===== config.mk =====
export PLATFORM = sky130hd
export DESIGN_NAME = lru_tag_table_unit
export DESIGN_NICKNAME = d
export VERILOG_FILES = /design/src/hdl/lrut_pkg.sv /design/src/hdl/lrut_cmp.sv /design/src/hdl/lru_tag_table_unit.sv
export SDC_FILE = /design/constraint.sdc
export NUM_CORES = 2
export LEC_CHECK = 0
export ABC_AREA = 1
export CORE_AREA = 4 4 467 469
export CTS_CLUSTER_SIZE = 28
export DETAILED_ROUTE_END_ITERATION = 7
export DIE_AREA = 0 0 471 473
export DONT_BUFFER_PORTS = 1
export HOLD_SLACK_MARGIN = 0.12
export PLACE_DENSITY = 0.66
export SLEW_MARGIN = 5
export SYNTH_ARGS = -nofsm -noshare
export SYNTH_HDL_FRONTEND = slang
export SYNTH_SLANG_ARGS = --single-unit

===== constraint.sdc =====
create_clock -name clock -period 23.4 [get_ports clock]
set_input_delay 2.34 -clock clock [delete_from_list [all_inputs] [get_ports clock]]
set_output_delay 2.34 -clock clock [all_outputs]
set_load 0.01 [all_outputs]

===== src/hdl/lrut_pkg.sv =====
// ----------------------------------------------------------------------------
// lrut_pkg: shared types and constants of the lru tag table
// Transaction payloads, operation codes, sequencer states and the compare
// result that travels from the compare unit to the sequencer.
// ----------------------------------------------------------------------------
`default_nettype none

package lrut_pkg;

   localparam int KEY_W  = 64;
   localparam int SIZE_W = 20;
   localparam int SLOT_W = 4;

   typedef enum logic [0:0] {
      FUNC_LOOKUP = 1'b0,
      FUNC_ADD    = 1'b1
   } func_type;

   typedef struct packed {
      func_type            func;
      logic [KEY_W-1:0]    key;
      logic [SIZE_W-1:0]   obj_size;
   } req_type;

   typedef struct packed {
      logic                hit;
      logic [SLOT_W-1:0]   slot;
      logic [SIZE_W-1:0]   found_size;
      logic                evicted;
   } rsp_type;

   typedef enum logic [1:0] {
      ST_IDLE,
      ST_SCAN,
      ST_WRITE,
      ST_DONE
   } state_type;

   // what the compare unit reports for one entry
   typedef struct packed {
      logic key_eq;
      logic stamp_lt;
   } cmp_type;

endpackage

`default_nettype wire


===== src/hdl/lrut_cmp.sv =====
// ----------------------------------------------------------------------------
// lrut_cmp: entry compare unit
// Checks one stored entry against the request key and the running lru bound.
// ----------------------------------------------------------------------------
`default_nettype none

module lrut_cmp #(
   parameter int KEY_BITS   = 64,
   parameter int STAMP_BITS = 32
) (
   input  wire logic [KEY_BITS-1:0]   key_a,
   input  wire logic [KEY_BITS-1:0]   key_b,
   input  wire logic [STAMP_BITS-1:0] stamp,
   input  wire logic [STAMP_BITS-1:0] bound,
   output lrut_pkg::cmp_type          result
);

   always_comb begin
      result.key_eq   = (key_a == key_b);
      result.stamp_lt = (stamp < bound);
   end

endmodule

`default_nettype wire


===== src/hdl/lru_tag_table_unit.sv =====
// ----------------------------------------------------------------------------
// lru_tag_table_unit: fully associative tag table with timestamp lru
// Lookup and add of fixed-width keys, one entry compared per cycle.
// ----------------------------------------------------------------------------
// A lookup walks the filled entries from index 0 upward through one shared
// compare unit fed by a registered memory read, one entry per cycle, and
// stops at the first key match; a lookup on an empty table skips the scan.
// An add into a table that still has room writes the next free slot
// without a scan; an add into a full table scans all ENTRIES stamps for the
// oldest one. The entry memory has a single read port feeding the compare
// unit. req_stall stays high from acceptance until the result is loaded
// into the output register; a finished result may wait in that register
// while the next request is taken. Adds do not check for duplicates: a
// lookup returns the lowest matching index. Stamps and the use counter wrap
// modulo 2^STAMP_BITS. Entry storage has no reset; only filled entries are
// ever read.
// ----------------------------------------------------------------------------
`default_nettype none

module lru_tag_table_unit #(
   parameter int ENTRIES    = 16,
   parameter int KEY_BITS   = 64,
   parameter int STAMP_BITS = 32
) (
   input  wire logic              clock,
   input  wire logic              reset,
   input  wire logic              req_valid,
   output logic                   req_stall,
   input  wire lrut_pkg::req_type req_data,
   output logic                   rsp_valid,
   input  wire logic              rsp_stall,
   output lrut_pkg::rsp_type      rsp_data
);

   localparam int IDX_W  = $clog2(ENTRIES);
   localparam int CNT_W  = $clog2(ENTRIES + 1);
   localparam int SIZE_W = lrut_pkg::SIZE_W;
   localparam int SLOT_W = lrut_pkg::SLOT_W;
   localparam logic [CNT_W-1:0] ENTRIES_CNT = CNT_W'(ENTRIES);

   // sequencer and table bookkeeping
   lrut_pkg::state_type     state_ff, state_in;
   logic [CNT_W-1:0]        fill_ff, fill_in;
   logic [STAMP_BITS-1:0]   use_cnt_ff, use_cnt_in;

   // latched transaction
   lrut_pkg::func_type      func_ff, func_in;
   logic [KEY_BITS-1:0]     key_ff, key_in;
   logic [SIZE_W-1:0]       size_ff, size_in;

   // scan state
   logic [CNT_W-1:0]        issue_ff, issue_in;
   logic [CNT_W-1:0]        limit_ff, limit_in;
   logic [STAMP_BITS-1:0]   bound_ff, bound_in;
   logic [IDX_W-1:0]        victim_ff, victim_in;
   logic                    cmp_vld_ff;
   logic [IDX_W-1:0]        cmp_idx_ff;

   // result being built
   logic                    hit_ff, hit_in;
   logic [IDX_W-1:0]        slot_idx_ff, slot_idx_in;
   logic [SIZE_W-1:0]       found_ff, found_in;
   logic                    evict_ff, evict_in;

   // output register
   logic                    rsp_valid_ff, rsp_valid_in;
   lrut_pkg::rsp_type       rsp_data_ff, rsp_data_in;

   // entry memory
   logic [KEY_BITS-1:0]     entry_key_ff   [ENTRIES];
   logic [SIZE_W-1:0]       entry_size_ff  [ENTRIES];
   logic [STAMP_BITS-1:0]   entry_stamp_ff [ENTRIES];
   logic [KEY_BITS-1:0]     key_rd_ff;
   logic [SIZE_W-1:0]       size_rd_ff;
   logic [STAMP_BITS-1:0]   stamp_rd_ff;

   logic                    req_take;
   logic                    rsp_free;
   logic                    is_add;
   logic                    tbl_full;
   logic                    rd_en;
   logic                    entry_we;
   logic                    stamp_we;
   logic                    match;
   logic                    lower;
   logic                    cmp_last;
   logic [IDX_W+SLOT_W-1:0] slot_wide;
   lrut_pkg::cmp_type       cmp;

   assign req_stall = (state_ff != lrut_pkg::ST_IDLE);
   assign req_take  = req_valid && !req_stall;
   assign rsp_free  = !rsp_valid_ff || !rsp_stall;
   assign rsp_valid = rsp_valid_ff;
   assign rsp_data  = rsp_data_ff;

   assign is_add   = (func_ff == lrut_pkg::FUNC_ADD);
   assign tbl_full = (fill_ff == ENTRIES_CNT);

   // one entry per cycle into the compare unit
   lrut_cmp #(
      .KEY_BITS   (KEY_BITS),
      .STAMP_BITS (STAMP_BITS)
   ) u_cmp (
      .key_a  (key_rd_ff),
      .key_b  (key_ff),
      .stamp  (stamp_rd_ff),
      .bound  (bound_ff),
      .result (cmp)
   );

   assign rd_en    = (state_ff == lrut_pkg::ST_SCAN) && (issue_ff < limit_ff);
   assign match    = cmp_vld_ff && !is_add && cmp.key_eq;
   assign lower    = cmp_vld_ff && is_add && cmp.stamp_lt;
   // the compare stage holds the last entry of the scan
   assign cmp_last = cmp_vld_ff && ((CNT_W'(cmp_idx_ff) + 1'b1) == limit_ff);

   assign slot_wide = {{SLOT_W{1'b0}}, slot_idx_ff};

   // next state
   always_comb begin
      state_in = state_ff;
      case (state_ff)
         lrut_pkg::ST_IDLE: begin
            if (req_take) begin
               if (req_data.func == lrut_pkg::FUNC_ADD) begin
                  state_in = tbl_full ? lrut_pkg::ST_SCAN : lrut_pkg::ST_WRITE;
               end else begin
                  state_in = (fill_ff == '0) ? lrut_pkg::ST_DONE : lrut_pkg::ST_SCAN;
               end
            end
         end
         lrut_pkg::ST_SCAN: begin
            if (match) begin
               state_in = lrut_pkg::ST_WRITE;
            end else if (cmp_last) begin
               state_in = is_add ? lrut_pkg::ST_WRITE : lrut_pkg::ST_DONE;
            end
         end
         lrut_pkg::ST_WRITE: begin
            state_in = lrut_pkg::ST_DONE;
         end
         lrut_pkg::ST_DONE: begin
            if (rsp_free) begin
               state_in = lrut_pkg::ST_IDLE;
            end
         end
         default: begin
            state_in = lrut_pkg::ST_IDLE;
         end
      endcase
   end

   // datapath control
   always_comb begin
      fill_in      = fill_ff;
      use_cnt_in   = use_cnt_ff;
      func_in      = func_ff;
      key_in       = key_ff;
      size_in      = size_ff;
      issue_in     = issue_ff;
      limit_in     = limit_ff;
      bound_in     = bound_ff;
      victim_in    = victim_ff;
      hit_in       = hit_ff;
      slot_idx_in  = slot_idx_ff;
      found_in     = found_ff;
      evict_in     = evict_ff;
      entry_we     = 1'b0;
      stamp_we     = 1'b0;
      rsp_valid_in = rsp_valid_ff && rsp_stall;
      rsp_data_in  = rsp_data_ff;

      case (state_ff)
         lrut_pkg::ST_IDLE: begin
            if (req_take) begin
               func_in     = req_data.func;
               key_in      = req_data.key[KEY_BITS-1:0];
               size_in     = req_data.obj_size;
               issue_in    = '0;
               bound_in    = use_cnt_ff;
               victim_in   = '0;
               hit_in      = 1'b0;
               found_in    = '0;
               evict_in    = 1'b0;
               slot_idx_in = '0;
               if (req_data.func == lrut_pkg::FUNC_ADD) begin
                  limit_in = ENTRIES_CNT;
                  // next free slot while there is room
                  if (!tbl_full) begin
                     slot_idx_in = fill_ff[IDX_W-1:0];
                  end
               end else begin
                  limit_in = fill_ff;
               end
            end
         end
         lrut_pkg::ST_SCAN: begin
            if (rd_en) begin
               issue_in = issue_ff + 1'b1;
            end
            if (match) begin
               hit_in      = 1'b1;
               slot_idx_in = cmp_idx_ff;
               found_in    = size_rd_ff;
            end
            // strictly older stamp takes over, ties keep the lower index
            if (lower) begin
               bound_in  = stamp_rd_ff;
               victim_in = cmp_idx_ff;
            end
            if (cmp_last && is_add) begin
               slot_idx_in = lower ? cmp_idx_ff : victim_ff;
               evict_in    = 1'b1;
            end
         end
         lrut_pkg::ST_WRITE: begin
            stamp_we   = 1'b1;
            entry_we   = is_add;
            use_cnt_in = use_cnt_ff + 1'b1;
            if (is_add && !evict_ff) begin
               fill_in = fill_ff + 1'b1;
            end
         end
         lrut_pkg::ST_DONE: begin
            if (rsp_free) begin
               rsp_valid_in           = 1'b1;
               rsp_data_in.hit        = hit_ff;
               rsp_data_in.slot       = slot_wide[SLOT_W-1:0];
               rsp_data_in.found_size = found_ff;
               rsp_data_in.evicted    = evict_ff;
            end
         end
         default: begin
         end
      endcase
   end

   // control registers
   always_ff @(posedge clock) begin
      if (reset) begin
         state_ff     <= lrut_pkg::ST_IDLE;
         fill_ff      <= '0;
         use_cnt_ff   <= '0;
         rsp_valid_ff <= 1'b0;
         cmp_vld_ff   <= 1'b0;
      end else begin
         state_ff     <= state_in;
         fill_ff      <= fill_in;
         use_cnt_ff   <= use_cnt_in;
         rsp_valid_ff <= rsp_valid_in;
         cmp_vld_ff   <= rd_en;
      end
   end

   // payload registers
   always_ff @(posedge clock) begin
      func_ff     <= func_in;
      key_ff      <= key_in;
      size_ff     <= size_in;
      issue_ff    <= issue_in;
      limit_ff    <= limit_in;
      bound_ff    <= bound_in;
      victim_ff   <= victim_in;
      hit_ff      <= hit_in;
      slot_idx_ff <= slot_idx_in;
      found_ff    <= found_in;
      evict_ff    <= evict_in;
      rsp_data_ff <= rsp_data_in;
      cmp_idx_ff  <= issue_ff[IDX_W-1:0];
   end

   // entry memory: one write port, one registered read port
   always_ff @(posedge clock) begin
      if (entry_we) begin
         entry_key_ff[slot_idx_ff]  <= key_ff;
         entry_size_ff[slot_idx_ff] <= size_ff;
      end
      if (stamp_we) begin
         entry_stamp_ff[slot_idx_ff] <= use_cnt_ff;
      end
      if (rd_en) begin
         key_rd_ff   <= entry_key_ff[issue_ff[IDX_W-1:0]];
         size_rd_ff  <= entry_size_ff[issue_ff[IDX_W-1:0]];
         stamp_rd_ff <= entry_stamp_ff[issue_ff[IDX_W-1:0]];
      end
   end

endmodule

`default_nettype wire


Yosys cells after proc, flatten, opt, wreduce, memory -nomap -nowiden. Memory sizes are Yosys's and may differ from the RTL's. A register that Yosys moved wholly into a read port is not among the register bits. Index checks and enable logic that the tools add are counted.

Muxes and demuxes: 40. Eq/ne operators: 14. Reduce and logical (&&, ||, !) cells: 30. $lt $le $gt $ge: 2. Add/sub/neg operators: 4.

Operators by type and width (count): equality test 64 bit (1); 2-to-1 mux 32 bit (2); case mux 32 bit (2 select lines) (1); 2-to-1 mux 20 bit (2); case mux 20 bit (2 select lines) (1); adder 32 x 1 -> 32 bit, second input constant (1); less-than comparator 32 bit (1); 2-to-1 mux 4 bit (7); AND reduction 3 bit (6); case mux 4 bit (2 select lines) (2); 2-to-1 mux 2 bit (7); 2-to-1 mux 1 bit (12); adder 5 x 1 -> 5 bit, second input constant (2); logical AND 1 bit (10); 2-to-1 mux 5 bit (2); != test 2 bit, second input constant (5); case mux 5 bit (2 select lines) (1); case mux 2 bit (4 select lines) (1); AND reduction 2 bit (4); adder 4 x 1 -> 5 bit, second input constant (1); equality test 5 bit (1); equality test 5 bit, second input constant (1); zero test 1 bit (5); zero test 5 bit (1); 10 further kinds (13).

Memories kept: 3. Output and inout bits: 28. RAM bits: 1856. Input port bits: 89. Logic and storage cells: 114. Register bits: 228.

Memories: entry_key_ff (depth 16, bits a word 64, rd ports 1, clocked after Yosys merged registers in 1, wr ports 1, line lru_tag_table_unit.sv:70) `logic [KEY_BITS-1:0] entry_key_ff [ENTRIES];`; entry_stamp_ff (depth 16, bits a word 32, rd ports 1, clocked after Yosys merged registers in 1, wr ports 1, line lru_tag_table_unit.sv:72) `logic [STAMP_BITS-1:0] entry_stamp_ff [ENTRIES];`; entry_size_ff (depth 16, bits a word 20, rd ports 1, clocked after Yosys merged registers in 1, wr ports 1, line lru_tag_table_unit.sv:71) `logic [SIZE_W-1:0] entry_size_ff [ENTRIES];`.

Logic depth before layout (Yosys ltp).
Depth in word-level cells: 6. Gate-level depth with buffers: 16.

Modules after synthesis. A second synthesis with hierarchy kept.

Cell total of the unflattened synthesis: 6326. Area total of the unflattened synthesis: 85644.6 um^2.

Modules (own cells, without submodules): lru_tag_table_unit (area each 83918.0 um^2, sequential area each 65612.9 um^2, times used 1, cells each 6029); lrut_cmp (area each 1726.7 um^2, sequential area each 0.0 um^2, times used 1, cells each 297).

Worst setup path before layout. Ideal clock, no wire load.

Path type: register to register. From: register state_ff[0]. To: memory entry_key_ff[1][0] (enable). Period minus slack after synthesis: 7557 ps. Data arrival time: 6927 ps. Setup slack: 15843 ps. Data required time: 22771 ps. Stages on the path, launching flop included: 6. Setup time: 629 ps. Cells stage by stage: dfxtp_1 > inv_1 > ha_1 > clkbuf_1 > nand2_1 > nor3_1.

Longest elaborated chain between the ends: 4.

Ends and longest elaborated chain: from (decl) (line lru_tag_table_unit.sv:42) `lrut_pkg::state_type state_ff, state_in;`; from (signal assigned) (line lru_tag_table_unit.sv:241) `state_ff <= lrut_pkg::ST_IDLE;`; from (signal assigned) (line lru_tag_table_unit.sv:247) `state_ff <= state_in;`; equality test 2 bit (line lru_tag_table_unit.sv:173) `case (state_ff)`; 2-to-1 mux 1 bit (line lru_tag_table_unit.sv:173); 2-to-1 mux 1 bit (line lru_tag_table_unit.sv:274) `if (entry_we) begin`; 2-to-1 mux 1 bit (implied by the code) (line lru_tag_table_unit.sv:275) `entry_key_ff[slot_idx_ff] <= key_ff;`; to (decl) (line lru_tag_table_unit.sv:70).

No other way between the ends.

Final worst setup path.
From: register issue_ff[1]. To: register key_rd_ff[45], read port of entry_key_ff (data pin).

Longest elaborated chain between the ends: 2.

Ends and longest elaborated chain: from (decl) (line lru_tag_table_unit.sv:52) `logic [CNT_W-1:0] issue_ff, issue_in;`; from (signal assigned) (line lru_tag_table_unit.sv:260) `issue_ff <= issue_in;`; less-than comparator 5 bit (line lru_tag_table_unit.sv:111) `assign rd_en = (state_ff == lrut_pkg::ST_SCAN) && (issue_ff < limit_ff);`; logical AND 1 bit (line lru_tag_table_unit.sv:111); to (decl) (line lru_tag_table_unit.sv:73) `logic [KEY_BITS-1:0] key_rd_ff;`.

Several ways; a longest one is shown, not always the timed one. A chain may end at the register's enable or synchronous reset.

==> impl_metrics.yaml <==
worst_setup_path:
  endpoint_kind: "flop"
  cp.depth: 8
  crit_end: "key_rd_ff[45]"
  crit_top_cell: "buf_4"
  r2r_slack_ps: 18800
  path_class: "flop to flop"
  critPathMaxFanout: 135
  cp.required_ps: 24100
  worst_r2r_path_depth: 8
  slowest_delay_ps: 910
  r2r_end: "key_rd_ff[45]"
  start_kind: "flop"
  critPathBufInv: 4
  crit_slowest_cell: "buf_4"
  critical_path.top_delay_family: "buffers and inverters"
  r2r_start: "issue_ff[1]"
  cp.arrival_ps: 5300
  startpoint: "issue_ff[1]"
  crit_path_cell_trace: "inv_8 > buf_4 > buf_4 > buf_4 > o21ai_0 > o221ai_1 > o211ai_1 > nand3_1"
power:
  vdd_drop_max_mv: 0.129
  p_leak_uw: 0.0303
  p_per_area_nw_per_um2: 120
global_routing:
  grt_max_degree: 226
  grt_use_total: 0.194
  grt_pass1_vias: 50705
  antenna_found_initial: 33
  grt_pass1_wl_mm: 329
  grt_overflow_total: 0
clocking:
  h-tree-depth: 4
  cts_made_buffers: 216
  cts_root_buffer: "clkbuf_16"
  cts_max_path_buffers: 3
  post-cts-setup-buffer-count: 0
  post_cts_resize_count: 0
  cts_hold_buf: 0
  clock_latency_ps: 890
  cts_tree: "yes"
  path_clk_slew_ps: 60
  clock_sinks: 2200
synthesis:
  synth_top_cell_area_share: 0.759
  synth.yosys.warnings: 0
  ys_seq_elements: 2200
  synthDistinctLibCells: 38
  synth_nets: 6415
  yosys.area.top_type: "edfxtp_1"
  synthCells: 6281
  ys_seq_area_frac: 0.770
  syn_avg_cell_area_um2: 13.6
  syn_area_um2: 85300
  synth_area_leaders: "edfxtp_1, nor2_1, o21ai_0, nand2_1, o21ai_1"
floorplanning:
  chipHeight_um: 473
  coreArea_um2: 214000
  rows: 170
  ios: 117
  initial_core_util: 0.398
  die_w_um: 471
  dieArea_um2: 223000
timing:
  timing.hold.ws_ps: 420
  timing.fmax_ghz: 0.217
  skew_ps: 83.1
  final_hold_viol_count: 0
  worst_pin_slew_ps: 1200
  relSlewSlack: 0.202
  tns_ps: 0
  drv_slew: 0
  min_period_ps: 4600
  rsz0062_at_grt: "false"
  min_period_over_period: 0.197
  setup_slack_ps: 18800
  finalSetupViolCount: 0
placed_design:
  dp_cells: 8821
  place_ws_ps: 18790
  dp_hpwl_mm: 110
  gp_congestion: 0.836
  place_area_um2: 88300
  numPortBuffers: 0
final_layout:
  stdcell_count: 9237
  fin_nets: 6335
  layout-drive-gt1-share: 0.0720
  areaGrowthSynthToFinish_pct: 11.9
  fin_area_um2: 95500
drt:
  ant_nets: 0
  drt_first_pass_iters: 6
  routed_via_density: 5.65
  wl_per_cell_um: 24.0
  wl_mm: 221
  drc: 0
  dr_total_vias: 52224
  drt_iter0_drc: 6020
hold_path:
  min_path_type: "flop to flop"
outcome:
  outcome: "complete, no violations"
run:
  maxCapViolCount: 0
## power by group
group | internal (uW) | switching, uW
combinational | 797 | 2090
clock | 1960 | 1500
sequential | 4840 | 258
## flip-flops by register name, indices dropped and copies added, names as in the netlist, 2 cells and up
register,count
key_rd_ff,64
rsp_data,26
fill_ff,5
entry_stamp_ff,512
state_ff,2
entry_key_ff,1024
size_ff,20
bound_ff,32
issue_ff,5
entry_size_ff,320
stamp_rd_ff,32
limit_ff,5
key_ff,64
slot_idx_ff,4
found_ff,20
size_rd_ff,20
cmp_idx_ff,4
victim_ff,4
use_cnt_ff,32
## cell usage after synthesis
master and instances:
a21oi_1 52, a221oi_1 1, a31oi_1 2, and3_1 2, buf_1 19, buf_2 116
buf_4 4, clkbuf_1 252, clkinv_1 1, dfxtp_1 45, edfxtp_1 2155, ha_1 45
inv_1 186, inv_2 9, nand2_1 492, nand2_2 2, nand3_1 226, nand3_2 2
nand3b_1 2, nand4_1 12, nor2_1 1058, nor2_2 5, nor2_4 2, nor3_1 37
nor3_2 3, nor4_1 2, nor4_4 1, o2111ai_1 1, o211ai_1 49, o21a_1 2
o21ai_0 633, o21ai_1 357, o221ai_1 184, o22ai_1 283, or2_1 4, or2_2 1
xnor2_1 12, xor2_1 22
## cells in the final DEF (no fill, tap or decap), types with 83 or more instances in the layout
| cell type | n |
|---|---|
| o21ai_0 | 633 |
| o221ai_1 | 184 |
| nand3_1 | 226 |
| clkbuf_16 | 216 |
| o22ai_1 | 283 |
| nor2_1 | 1039 |
| o21ai_1 | 357 |
| inv_1 | 184 |
| edfxtp_1 | 2155 |
| buf_4 | 83 |
| nand2_1 | 492 |
## final cells by class
class / instances / area, um^2
diodes: 14 / 35.0
repair buffers: 93 / 823
flip-flops and latches: 2200 / 65600
clock buffers: 273 / 5710
fillers: 18872 / 119000
inverters: 196 / 768
clock inverters: 129 / 1410
well taps: 2838 / 3550
multi-input cells: 3494 / 17500
## metal layers
metal | vias to the layer above | GRT usage | wire length [um]
met5 | - | 0 | 0
met4 | 0 | 0.0623 | 6300
met3 | 403 | 0.0347 | 18500
met2 | 2345 | 0.319 | 106000
met1 | 26240 | 0.262 | 90100
li1 | 23236 | - | -
## worst min path at each step
stage                 start             to  slack (ps)  cells after the start
6_report       found_ff[11]   rsp_data[12]         420                      0
5_1_grt        found_ff[15]   rsp_data[16]         430                      0
4_1_cts        found_ff[11]   rsp_data[12]         420                      0
3_5_place_dp   found_ff[10]   rsp_data[11]         410                      0
3_3_place_gp   found_ff[13]   rsp_data[14]         410                      0
2_1_floorplan   issue_ff[2]  cmp_idx_ff[2]         370                      0
## stage by stage
stage	util	power, uW
global placement	0.413	7970
CTS	0.446	11500
floorplan	-	7070
finish	0.446	11400
global route	0.446	12000
detailed placement	0.413	8050
## cells by family after synthesis
logic type,after synthesis,synth area share
XOR/XNOR,34,0.00349
flip-flops,2200,0.770
buffers and inverters,587,0.0277
adder cells (fa/ha/maj),45,0.00660
AND/OR/NAND/NOR,1851,0.0870
AO/OA/AOI/OAI,1564,0.106
No activity file was read; power rests on OpenSTA's default activity.
